[config.mk]
export PLATFORM = sky130hd
export DESIGN_NAME = breath_waveform_sequencer_top
export DESIGN_NICKNAME = d
export VERILOG_FILES = /design/src/rtl/bws_pkg.sv /design/src/rtl/bws_start_calc.sv /design/src/rtl/breath_waveform_sequencer_top.sv
export SDC_FILE = /design/constraint.sdc
export NUM_CORES = 1
export LEC_CHECK = 0
export BUFFER_PORTS_ARGS = -buffer_cell sky130_fd_sc_hd__buf_2
export CAP_MARGIN = 25
export CORE_AREA = 8 8 223 225
export CTS_BUF_LIST = sky130_fd_sc_hd__clkbuf_16
export DETAILED_ROUTE_END_ITERATION = 8
export DIE_AREA = 0 0 231 233
export GPL_TIMING_DRIVEN = 0
export PLACE_DENSITY_LB_ADDON = 0.08
export SETUP_SLACK_MARGIN = 0.4
export SLEW_MARGIN = 20
export SYNTH_ARGS = -nofsm -noshare
export SYNTH_HDL_FRONTEND = slang
export SYNTH_HIERARCHICAL = 1
export SYNTH_SLANG_ARGS = --single-unit
[constraint.sdc]
create_clock -name clk -period 6.4 [get_ports clk]
set_clock_uncertainty 0.2 [all_clocks]
set_input_delay 1.92 -clock clk [delete_from_list [all_inputs] [get_ports clk]]
set_output_delay 1.92 -clock clk [all_outputs]
set_load 0.1 [all_outputs]
[src/rtl/bws_pkg.sv]
// Package for the breath waveform sequencer: item structs, function and phase codes,
// fixed-point constants for the start computation and the hold-time bundle.
// No dependencies.
package bws_pkg;

  // Function codes carried by an input item.
  localparam logic [1:0] FN_TICK  = 2'd0;
  localparam logic [1:0] FN_START = 2'd1;
  localparam logic [1:0] FN_STOP  = 2'd2;

  // Waveform phase codes as reported in a result item.
  localparam logic [2:0] PH_IDLE    = 3'd0;
  localparam logic [2:0] PH_RISE    = 3'd1;
  localparam logic [2:0] PH_PLATEAU = 3'd2;
  localparam logic [2:0] PH_FALL    = 3'd3;
  localparam logic [2:0] PH_PAUSE   = 3'd4;

  // Default duty levels.
  localparam logic [5:0] DUTY_LOW_DEF  = 6'd30;
  localparam logic [5:0] DUTY_HIGH_DEF = 6'd47;
  localparam logic [5:0] DUTY_DROP_DEF = 6'd37;

  // Q16 constants: knob divisor 6.7105, period numerator 60000 ms and the hold factors.
  localparam logic [18:0] Q_DIVISOR     = 19'd439779;
  localparam logic [31:0] PERIOD_NUM_Q  = 32'd3932160000;
  localparam logic [14:0] Q_RISE        = 15'd809;
  localparam logic [14:0] Q_PLATEAU     = 15'd9175;
  localparam logic [14:0] Q_FALL        = 15'd2902;
  localparam logic [14:0] Q_PAUSE       = 15'd17039;
  localparam logic [5:0]  RATE_BASE     = 6'd12;

  // Iteration counts of the serial divider and multiplier.
  localparam int RATE_STEPS   = 6;
  localparam int PERIOD_STEPS = 32;
  localparam int MUL_STEPS    = 15;

  typedef struct packed {
    logic [1:0] func;
    logic [7:0] knob_sample;
  } in_item_t;

  typedef struct packed {
    logic [5:0] duty;
    logic       running;
    logic [2:0] phase;
    logic [5:0] breath_rate;
  } out_item_t;

  // Rate and hold times produced by a start.
  typedef struct packed {
    logic [5:0]  rate;
    logic [6:0]  rise_step_ms;
    logic [9:0]  plateau_ms;
    logic [7:0]  fall_step_ms;
    logic [10:0] pause_ms;
  } hold_set_t;

endpackage

[src/rtl/bws_start_calc.sv]
// Start computation: bit-serial restoring divider for rate and period, then a
// bit-serial multiplier that forms the four hold times. Depends on bws_pkg.
module bws_start_calc (
  input  logic              clk,
  input  logic              rst_n,
  input  logic              start,
  input  logic [7:0]        sample,
  output logic              done,
  output bws_pkg::hold_set_t holds
);

  typedef enum logic [3:0] {
    C_IDLE   = 4'b0001,
    C_RATE   = 4'b0010,
    C_PERIOD = 4'b0100,
    C_MUL    = 4'b1000
  } calc_state_t;

  calc_state_t state_r, state_nxt;
  logic [4:0]  cnt_r, cnt_nxt;
  logic        done_r, done_nxt;

  // Divider registers: partial remainder, dividend shift line, quotient, divisor.
  logic [18:0] rem_r, rem_nxt;
  logic [31:0] dvd_r, dvd_nxt;
  logic [31:0] quo_r, quo_nxt;
  logic [18:0] dvs_r, dvs_nxt;
  logic [5:0]  rate_r, rate_nxt;

  // Multiplier accumulators, one lane per hold factor.
  logic [28:0] acc_rise_r, acc_rise_nxt;
  logic [28:0] acc_plat_r, acc_plat_nxt;
  logic [28:0] acc_fall_r, acc_fall_nxt;
  logic [28:0] acc_paus_r, acc_paus_nxt;

  logic [19:0] trial;
  logic        qbit;
  logic [18:0] rem_step;
  logic [31:0] quo_step;
  logic [5:0]  rate_step;
  logic [3:0]  bit_idx;
  logic [28:0] per;

  // One restoring division step.
  always_comb begin
    trial    = {rem_r, dvd_r[31]};
    qbit     = (trial >= {1'b0, dvs_r});
    rem_step = qbit ? 19'(trial - {1'b0, dvs_r}) : trial[18:0];
    quo_step = {quo_r[30:0], qbit};
    rate_step = 6'(bws_pkg::RATE_BASE + quo_step[5:0]);
  end

  assign bit_idx = cnt_r[3:0];
  assign per     = quo_r[28:0];

  // Shift-and-add lane: acc = floor((acc + bit * period) / 2).
  function automatic logic [28:0] mul_step(input logic [28:0] acc, input logic [28:0] p,
                                           input logic b);
    logic [29:0] sum;
    sum = {1'b0, acc} + (b ? {1'b0, p} : 30'd0);
    return sum[29:1];
  endfunction

  // Sequencer of the three serial passes.
  always_comb begin
    state_nxt    = state_r;
    cnt_nxt      = cnt_r;
    done_nxt     = 1'b0;
    rem_nxt      = rem_r;
    dvd_nxt      = dvd_r;
    quo_nxt      = quo_r;
    dvs_nxt      = dvs_r;
    rate_nxt     = rate_r;
    acc_rise_nxt = acc_rise_r;
    acc_plat_nxt = acc_plat_r;
    acc_fall_nxt = acc_fall_r;
    acc_paus_nxt = acc_paus_r;
    unique case (state_r)
      C_IDLE: begin
        if (start) begin
          // Quotient of sample * 2^16 by the divisor fits in six bits, so the
          // top bits of the dividend go straight into the remainder.
          rem_nxt   = {1'b0, sample, 10'd0};
          dvd_nxt   = '0;
          quo_nxt   = '0;
          dvs_nxt   = bws_pkg::Q_DIVISOR;
          cnt_nxt   = '0;
          state_nxt = C_RATE;
        end
      end
      C_RATE: begin
        rem_nxt = rem_step;
        dvd_nxt = {dvd_r[30:0], 1'b0};
        quo_nxt = quo_step;
        cnt_nxt = 5'(cnt_r + 5'd1);
        if (cnt_r == 5'(bws_pkg::RATE_STEPS - 1)) begin
          rate_nxt  = rate_step;
          rem_nxt   = '0;
          dvd_nxt   = bws_pkg::PERIOD_NUM_Q;
          quo_nxt   = '0;
          dvs_nxt   = {13'd0, rate_step};
          cnt_nxt   = '0;
          state_nxt = C_PERIOD;
        end
      end
      C_PERIOD: begin
        rem_nxt = rem_step;
        dvd_nxt = {dvd_r[30:0], 1'b0};
        quo_nxt = quo_step;
        cnt_nxt = 5'(cnt_r + 5'd1);
        if (cnt_r == 5'(bws_pkg::PERIOD_STEPS - 1)) begin
          acc_rise_nxt = '0;
          acc_plat_nxt = '0;
          acc_fall_nxt = '0;
          acc_paus_nxt = '0;
          cnt_nxt      = '0;
          state_nxt    = C_MUL;
        end
      end
      C_MUL: begin
        acc_rise_nxt = mul_step(acc_rise_r, per, bws_pkg::Q_RISE[bit_idx]);
        acc_plat_nxt = mul_step(acc_plat_r, per, bws_pkg::Q_PLATEAU[bit_idx]);
        acc_fall_nxt = mul_step(acc_fall_r, per, bws_pkg::Q_FALL[bit_idx]);
        acc_paus_nxt = mul_step(acc_paus_r, per, bws_pkg::Q_PAUSE[bit_idx]);
        cnt_nxt      = 5'(cnt_r + 5'd1);
        if (cnt_r == 5'(bws_pkg::MUL_STEPS - 1)) begin
          done_nxt  = 1'b1;
          state_nxt = C_IDLE;
        end
      end
      default: state_nxt = C_IDLE;
    endcase
  end

  always_ff @(posedge clk) begin
    if (!rst_n) begin
      state_r <= C_IDLE;
      cnt_r   <= '0;
      done_r  <= 1'b0;
    end else begin
      state_r <= state_nxt;
      cnt_r   <= cnt_nxt;
      done_r  <= done_nxt;
    end
  end

  always_ff @(posedge clk) begin
    rem_r      <= rem_nxt;
    dvd_r      <= dvd_nxt;
    quo_r      <= quo_nxt;
    dvs_r      <= dvs_nxt;
    rate_r     <= rate_nxt;
    acc_rise_r <= acc_rise_nxt;
    acc_plat_r <= acc_plat_nxt;
    acc_fall_r <= acc_fall_nxt;
    acc_paus_r <= acc_paus_nxt;
  end

  // The accumulators hold the product over 2^15; the hold is a further 17-bit shift.
  assign done                = done_r;
  assign holds.rate          = rate_r;
  assign holds.rise_step_ms  = acc_rise_r[23:17];
  assign holds.plateau_ms    = acc_plat_r[26:17];
  assign holds.fall_step_ms  = acc_fall_r[24:17];
  assign holds.pause_ms      = acc_paus_r[27:17];

endmodule

[src/rtl/breath_waveform_sequencer_top.sv]
// Breath waveform sequencer top level: handshakes, waveform state and result queue.
// Depends on bws_pkg and bws_start_calc.
// A tick, stop or unused code puts its result in the output register, or in the skid
// entry while that register is held. A start's result waits for the bit-serial divider
// (6 rate steps, 32 period steps) and the 15-step multiplier. Throughput: one tick or
// stop per cycle unless the skid entry is full; a start stalls the input until done.
// Reset (synchronous, active low) clears phase, hold times, rate and both queue entries.
module breath_waveform_sequencer_top #(
  parameter logic [5:0] DUTY_LOW  = bws_pkg::DUTY_LOW_DEF,
  parameter logic [5:0] DUTY_HIGH = bws_pkg::DUTY_HIGH_DEF,
  parameter logic [5:0] DUTY_DROP = bws_pkg::DUTY_DROP_DEF
) (
  input  logic               clk,
  input  logic               rst_n,
  input  logic               in_valid,
  output logic               in_stall,
  input  bws_pkg::in_item_t  in_item,
  output logic               out_valid,
  input  logic               out_stall,
  output bws_pkg::out_item_t out_item
);

  logic [2:0]  phase_r, phase_nxt;
  logic [5:0]  duty_r, duty_nxt;
  logic [10:0] ms_left_r, ms_left_nxt;
  logic [6:0]  rise_r, rise_nxt;
  logic [9:0]  plat_r, plat_nxt;
  logic [7:0]  fall_r, fall_nxt;
  logic [10:0] pause_r, pause_nxt;
  logic [5:0]  rate_r, rate_nxt;
  logic        busy_r, busy_nxt;

  logic               out_valid_r, skid_valid_r;
  bws_pkg::out_item_t out_r, skid_r, result;

  logic               in_take, is_start, calc_done, push, pop;
  bws_pkg::hold_set_t holds;

  assign in_stall = busy_r || skid_valid_r;
  assign in_take  = in_valid && !in_stall;
  assign is_start = in_take && (in_item.func == bws_pkg::FN_START);

  bws_start_calc u_calc (
    .clk    (clk),
    .rst_n  (rst_n),
    .start  (is_start),
    .sample (in_item.knob_sample),
    .done   (calc_done),
    .holds  (holds)
  );

  // Waveform state update for ticks, stops and finished starts.
  always_comb begin
    phase_nxt   = phase_r;
    duty_nxt    = duty_r;
    ms_left_nxt = ms_left_r;
    rise_nxt    = rise_r;
    plat_nxt    = plat_r;
    fall_nxt    = fall_r;
    pause_nxt   = pause_r;
    rate_nxt    = rate_r;
    busy_nxt    = busy_r;
    if (calc_done) begin
      busy_nxt    = 1'b0;
      rate_nxt    = holds.rate;
      rise_nxt    = holds.rise_step_ms;
      plat_nxt    = holds.plateau_ms;
      fall_nxt    = holds.fall_step_ms;
      pause_nxt   = holds.pause_ms;
      phase_nxt   = bws_pkg::PH_RISE;
      duty_nxt    = DUTY_LOW;
      ms_left_nxt = {4'd0, holds.rise_step_ms};
    end else if (in_take) begin
      case (in_item.func)
        bws_pkg::FN_TICK: begin
          if (phase_r != bws_pkg::PH_IDLE) begin
            if (ms_left_r > 11'd1) begin
              ms_left_nxt = 11'(ms_left_r - 11'd1);
            end else begin
              unique case (phase_r)
                bws_pkg::PH_RISE: begin
                  if (duty_r < DUTY_HIGH) begin
                    duty_nxt    = 6'(duty_r + 6'd1);
                    ms_left_nxt = {4'd0, rise_r};
                  end else begin
                    phase_nxt   = bws_pkg::PH_PLATEAU;
                    ms_left_nxt = {1'b0, plat_r};
                  end
                end
                bws_pkg::PH_PLATEAU: begin
                  duty_nxt    = DUTY_DROP;
                  phase_nxt   = bws_pkg::PH_FALL;
                  ms_left_nxt = {3'd0, fall_r};
                end
                bws_pkg::PH_FALL: begin
                  if (duty_r > DUTY_LOW) begin
                    duty_nxt    = 6'(duty_r - 6'd1);
                    ms_left_nxt = {3'd0, fall_r};
                  end else begin
                    phase_nxt   = bws_pkg::PH_PAUSE;
                    ms_left_nxt = pause_r;
                  end
                end
                bws_pkg::PH_PAUSE: begin
                  duty_nxt    = DUTY_LOW;
                  phase_nxt   = bws_pkg::PH_RISE;
                  ms_left_nxt = {4'd0, rise_r};
                end
                default: phase_nxt = bws_pkg::PH_IDLE;
              endcase
            end
          end
        end
        bws_pkg::FN_START: begin
          busy_nxt = 1'b1;
        end
        bws_pkg::FN_STOP: begin
          phase_nxt   = bws_pkg::PH_IDLE;
          duty_nxt    = DUTY_LOW;
          ms_left_nxt = '0;
        end
        default: begin
          // Unused code: state unchanged, result reports it.
        end
      endcase
    end
  end

  always_ff @(posedge clk) begin
    if (!rst_n) begin
      phase_r   <= bws_pkg::PH_IDLE;
      duty_r    <= DUTY_LOW;
      ms_left_r <= '0;
      rise_r    <= '0;
      plat_r    <= '0;
      fall_r    <= '0;
      pause_r   <= '0;
      rate_r    <= '0;
      busy_r    <= 1'b0;
    end else begin
      phase_r   <= phase_nxt;
      duty_r    <= duty_nxt;
      ms_left_r <= ms_left_nxt;
      rise_r    <= rise_nxt;
      plat_r    <= plat_nxt;
      fall_r    <= fall_nxt;
      pause_r   <= pause_nxt;
      rate_r    <= rate_nxt;
      busy_r    <= busy_nxt;
    end
  end

  // Result item from the updated state.
  always_comb begin
    result.duty        = duty_nxt;
    result.running     = (phase_nxt != bws_pkg::PH_IDLE);
    result.phase       = phase_nxt;
    result.breath_rate = rate_nxt;
  end

  assign push = (in_take && !is_start) || calc_done;
  assign pop  = out_valid_r && !out_stall;

  // Two-entry result queue: output register plus skid entry.
  always_ff @(posedge clk) begin
    if (!rst_n) begin
      out_valid_r  <= 1'b0;
      skid_valid_r <= 1'b0;
    end else if (pop && skid_valid_r) begin
      out_valid_r  <= 1'b1;
      skid_valid_r <= 1'b0;
    end else if (push) begin
      if (!out_valid_r || pop) begin
        out_valid_r <= 1'b1;
      end else begin
        skid_valid_r <= 1'b1;
      end
    end else if (pop) begin
      out_valid_r <= 1'b0;
    end
  end

  always_ff @(posedge clk) begin
    if (pop && skid_valid_r) begin
      out_r <= skid_r;
    end else if (push) begin
      if (!out_valid_r || pop) begin
        out_r <= result;
      end else begin
        skid_r <= result;
      end
    end
  end

  assign out_valid = out_valid_r;
  assign out_item  = out_r;

endmodule

### Yosys cells after proc, flatten, opt, wreduce, memory -nomap -nowiden

Memories as Yosys holds them, arrays and structs flattened. A register that Yosys moved wholly into a read port is not among the register bits.
Cells that the tools add are included.

* input bits: 14
* logic and storage cells: 192
* bits in read-only memories: 64
* output and inout port bits: 18
* memories: 4
* register bits: 328

* muxes and demuxes: 75
* reduce and logical (&&, ||, !) cells: 41
* eq/ne operators: 22
* add/subtract/negate cells: 10
* $lt $le $gt $ge: 5
* bitwise operators: 3

Memories
* (no name shown): words 16, width 1, rd ports 1, clocked after Yosys merged registers in 1, write ports 0, RTL line bws_start_calc.sv:121 `acc_rise_nxt = mul_step(acc_rise_r, per, bws_pkg::Q_RISE[bit_idx]);`
* (no name shown): words 16, width 1, rd ports 1, clocked after Yosys merged registers in 1, write ports 0, RTL line bws_start_calc.sv:123 `acc_fall_nxt = mul_step(acc_fall_r, per, bws_pkg::Q_FALL[bit_idx]);`
* (no name shown): words 16, width 1, rd ports 1, clocked after Yosys merged registers in 1, write ports 0, RTL line bws_start_calc.sv:124 `acc_paus_nxt = mul_step(acc_paus_r, per, bws_pkg::Q_PAUSE[bit_idx]);`
* (no name shown): words 16, width 1, rd ports 1, clocked after Yosys merged registers in 1, write ports 0, RTL line bws_start_calc.sv:122 `acc_plat_nxt = mul_step(acc_plat_r, per, bws_pkg::Q_PLATEAU[bit_idx]);`

Operators with widths (count)
* $pmux 29 s2: 4
* $mux 29: 6
* $add 29x30->30: 4
* $pmux 32 s3: 1
* $mux 19: 5
* $pmux 29 s3: 1
* $mux 32: 2
* $pmux 19 s3: 1
* $mux 16: 3
* $mux 4: 12
* $pmux 11 s4: 1
* $mux 6: 7
* $pmux 19 s2: 1
* $mux 11: 3
* $pmux 6 s4: 1
* $pmux 11 s2: 1
* $ge 20x19->1: 1
* $pmux 5 s4: 1
* $sub 19x19->19: 1
* $mux 3: 6
* $reduce_and 2->1: 9
* $pmux 4 s4: 1
* $mux 5: 3
* $reduce_bool 3->1: 5
* 43 further kinds: 76

### Depth between registers and ports, before layout

* depth in word-level cells: 12
* depth in mapped cells: 14

### By module

Netlist, hierarchy kept.

Modules (own cells, without submodules)
* bws_start_calc: cells each 1639, seq. area each 5925.7 µm², area an instance 15573.7 µm², times used 1
* breath_waveform_sequencer_top: cells each 531, seq. area each 2262.2 µm², area an instance 4854.7 µm², times used 1

### Worst setup path before layout

Ideal clock, no wire load.

* kind: input-to-reg
* start point: in in_item[9] (netlist name)
* end point: reg u_calc.dvd_r[21] (enable)
* slack: 208 ps
* stages on the path: 6
* required time: 5704 ps
* arrival time: 5496 ps
* setup time: 496 ps
* buffers on the path: 1
* path through: clkbuf_1 > nand2b_1 > nor2_1 > and3b_1 > nand2b_1 > a21oi_1

* longest elaborated chain between the ends: 4

Ends and longest elaborated chain
* from (decl): RTL line breath_waveform_sequencer_top.sv:17 `input bws_pkg::in_item_t in_item,`
* $eq 2x1->1: RTL line breath_waveform_sequencer_top.sv:41 `assign is_start = in_take && (in_item.func == bws_pkg::FN_START);`
* $logic_and 1x1->1: RTL line breath_waveform_sequencer_top.sv:41
* via is_start: RTL line breath_waveform_sequencer_top.sv:36 `logic in_take, is_start, calc_done, push, pop;`
* $ne 2x2->1 (no source line)
* $reduce_and 2->1 (no source line)
* to (signal assigned): RTL line bws_start_calc.sv:149 `dvd_r <= dvd_nxt;`
* to (decl): RTL line bws_start_calc.sv:25 `logic [31:0] dvd_r, dvd_nxt;`

The timed path passes the listed nets, and every way through them passes these cells.
A chain may end at the register's enable or synchronous reset.

==> flow_summary.json <==
{
  "status": "finished with violations",
  "violations": "antenna violations",
  "p_clk_share_pct": 44.2,
  "p_switching_w": 0.00113,
  "initial_utilization_pct": 44.3,
  "via_per_inst": 5.65,
  "ys.flop_type": "edfxtp_1",
  "ys_seq_elements": 299,
  "grt-ovfl-total": 0,
  "async_flop_share_pct": 0,
  "grt_pass1_vias": 15800,
  "num-fill-cells": 4426,
  "yosys_warnings": 6,
  "crit_type": "in -> reg",
  "drive_above_1_share_pct": 9.37,
  "finalMaxSlewViolations": 0,
  "grt_max_degree": 51,
  "pre_cts_ws_ns": 1.55,
  "ctsHoldBuffers": 0,
  "cts.sinks": 299,
  "dr_wl_met2_mm": 25.1,
  "cts-root-buf": "clkbuf_16",
  "rows": 79,
  "min_period_over_period_pct": 69.9,
  "totalWireLength_mm": 55.4,
  "wl_per_cell_um": 19.2,
  "place_inst": 2814,
  "synth_fp_nets": 2331,
  "dr.pass1.iters": 5,
  "htree_levels": 2,
  "finalSetupViolations": 0,
  "reg2reg_to": "u_calc/acc_paus_r[27]",
  "ant_nets": 1,
  "portBuffers": 31,
  "syn2layout_area_growth_pct": 10.9,
  "cts-resized-gates": 0,
  "power_density_nw_per_um2": 199,
  "fin_util_pct": 49.2,
  "syn_avg_cell_area_um2": 9.41,
  "die_area_um2": 53800,
  "antenna_found_initial": 0,
  "crit_fanout": 10,
  "vias": 16300,
  "fin_ws_ns": 1.93,
  "dpl.hpwl_mm": 40.9,
  "seqPwrFrac_pct": 46.9,
  "combPwrFrac_pct": 8.9,
  "relSlewSlack_pct": 30.0,
  "die_y_um": 233,
  "hold_path.class": "reg -> reg",
  "cts_buffers": 37,
  "instances_no_fill": 2886,
  "critPathLaunch": "in_item[9]",
  "period_needed_ns": 4.47,
  "endpoint_kind": "flop",
  "peakVddDrop_v": 0.000155,
  "rsz0062_at_grt": "false",
  "drt_first_iter_violations": 1099,
  "ios": 32,
  "intPower_w": 0.00337,
  "synth_edf_count": 220,
  "ys_types": 106,
  "grt_usage_pct": 20.4,
  "maxCapViolCount": 0,
  "sw_frac_of_total_pct": 25.2,
  "ff2ff_path_depth": 12,
  "cts_tree": "built",
  "coreArea_um2": 46100,
  "netlist_instances": 2170,
  "synth_area_um2": 20400,
  "route.detailed.drc": 0,
  "required_ns": 6.64,
  "grt_first_pass_wirelength_mm": 88.2,
  "arrival_ns": 4.71,
  "ys_seq_area_share_pct": 40.1,
  "rrSetupSlack_ns": 2.50,
  "clock_path_buffers": 3,
  "tightestPinTransition_ns": 1.05,
  "nets": 2407,
  "dr_wl_met3_mm": 1.80,
  "gp_congestion": 0.874,
  "met1_length_mm": 26.8,
  "leakagePower_nw": 8.56,
  "power_w": 0.00450,
  "cts_setup_buffers": 0,
  "dr.max_layer_used": "met4",
  "clk_latency_ns": 0.56,
  "die_x_um": 231,
  "fmax_mhz": 223,
  "timing_hold_violations_final": 0,
  "clk_pin_slew_worst_paths_ns": 0.06,
  "hold_slack_ns": 0.263,
  "critPathLaunchType": "input port"
}
through the flow:
stage          cell area, um2  TNS [ns]
2_1_floorplan           20400         0
3_3_place_gp            21300   -108.67
3_5_place_dp            21500         0
4_1_cts                 22600         0
5_1_grt                 22600         0
6_report                22700         0
area by class of cell:
type | instances | area [um2] | share of cell area [%]
flip-flops and latches | 299 | 8190 | 36.1
clock buffers | 37 | 926 | 4.09
repair buffers | 37 | 297 | 1.31
multi-input cells | 1672 | 11300 | 50.0
plain buffers | 132 | 686 | 3.03
inverters | 67 | 251 | 1.11
well taps | 607 | 759 | 3.35
clock inverters | 30 | 200 | 0.884
diodes | 5 | 12.5 | 0.0552
flip-flops by register name, indices dropped and copies added (netlist names), 3 cells and up, named ones only:
| name | flops |
|---|---|
| phase_r | 3 |
| plat_r | 10 |
| pause_r | 11 |
| u_calc/quo_r | 29 |
| u_calc/rem_r | 19 |
| u_calc/rate_r | 6 |
| u_calc/acc_plat_r | 29 |
| out_item | 16 |
| fall_r | 8 |
| u_calc/cnt_r | 5 |
| ms_left_r | 11 |
| u_calc/acc_rise_r | 29 |
| u_calc/dvs_r | 7 |
| u_calc/state_r | 4 |
| rate_r | 6 |
| u_calc/acc_fall_r | 29 |
| rise_r | 7 |
| u_calc/acc_paus_r | 29 |
| skid_r | 16 |
| u_calc/dvd_r | 11 |
| duty_r | 6 |
worst max-delay path, cell delays in order:
cell,delay [ns]
buf_2,0.11
clkbuf_1,0.24
nand2b_1,0.25
nor2_1,0.47
and3b_1,0.33
nand2_1,0.09
o21a_1,0.23
nand2_1,0.10
o21ai_0,0.08
nand2_1,0.18
inv_1,0.14
ha_1,0.29
o21ai_0,0.17
o22ai_1,0.10
power groups by stage:
| stage | logic, W | registers, W | clock network, W |
|---|---|---|---|
| 5_1_grt | 0.000441 | 0.00211 | 0.00212 |
| 2_1_floorplan | 0.000267 | 0.00217 | 0 |
| 6_report | 0.000402 | 0.00211 | 0.00199 |
| 3_5_place_dp | 0.000396 | 0.00215 | 0 |
| 4_1_cts | 0.000399 | 0.00211 | 0.00205 |
| 3_3_place_gp | 0.000386 | 0.00215 | 0 |
Yosys cell counts, types with 14 or more instances:
library cell	count	area (um2)
a211oi_1	15	113
a21o_1	69	518
a21oi_1	159	796
a31oi_1	20	125
and2_1	129	807
and3_1	19	119
buf_4	37	278
clkbuf_1	68	255
dfxtp_1	79	1580
edfxtp_1	220	6610
ha_1	142	1780
inv_1	63	236
mux2i_1	56	561
nand2_1	146	548
nand2b_1	23	144
nand3_1	37	185
nand4_1	26	163
nor2_1	272	1020
nor2b_1	45	282
nor3_1	41	205
o211ai_1	19	143
o21a_1	19	143
o21ai_0	75	375
o21ai_1	21	105
o21bai_1	14	105
xnor2_1	62	543
xor2_1	54	473
cells by family (layout without fill, tap and decap cells):
kind of cell	Yosys count	in the layout	share of synthesized area, %
AO/OA/AOI/OAI	551	551	18.7
XOR/XNOR	116	116	4.97
adder cells (fa/ha/maj)	147	147	9.19
buffers and inverters	199	303	4.59
flip-flops	299	299	40.1
multiplexers	58	58	2.87
other	0	5	0
AND/OR/NAND/NOR	800	800	19.6
layout by cell type (no fill, tap or decap), drive strengths merged, types with 7 or more instances in the layout:
cell type  instances
nor2             272
edfxtp           220
a21oi            161
nand2            146
ha               142
and2             129
clkbuf           106
o21ai            101
buf              100
inv               80
dfxtp             79
a21o              69
xnor2             62
mux2i             56
xor2              54
nor2b             45
nor3              41
nand3             39
nand4             26
nand2b            24
a31oi             24
o211ai            23
a211oi            23
and3              20
o21a              19
clkinv            15
o21bai            14
o31ai             11
o22ai             10
or2               10
nor3b              9
and4               7
a22oi              7
a2111oi            7
a32oi              7
a311oi             7
nor4               7
worst min path at each step:
| stage | slack, ns | end | depth (start not counted) | startpoint |
|---|---|---|---|---|
| finish | 0.26 | rise_r[2] | 2 | rise_r[2] |
| global route | 0.29 | rise_r[2] | 2 | rise_r[2] |
| CTS | 0.26 | rise_r[2] | 2 | rise_r[2] |
| detailed placement | 0.26 | rise_r[2] | 2 | rise_r[2] |
| global placement | 0.25 | rise_r[2] | 2 | rise_r[2] |
| floorplan | 0.24 | rise_r[2] | 2 | rise_r[2] |
layer usage:
layer	up-vias	GRT usage [%]
met4	0	7.84
met3	89	2.12
li1	8023	-
met1	7868	27.8
met5	-	0
met2	339	33.1
Power figures use the tool's default switching activity.
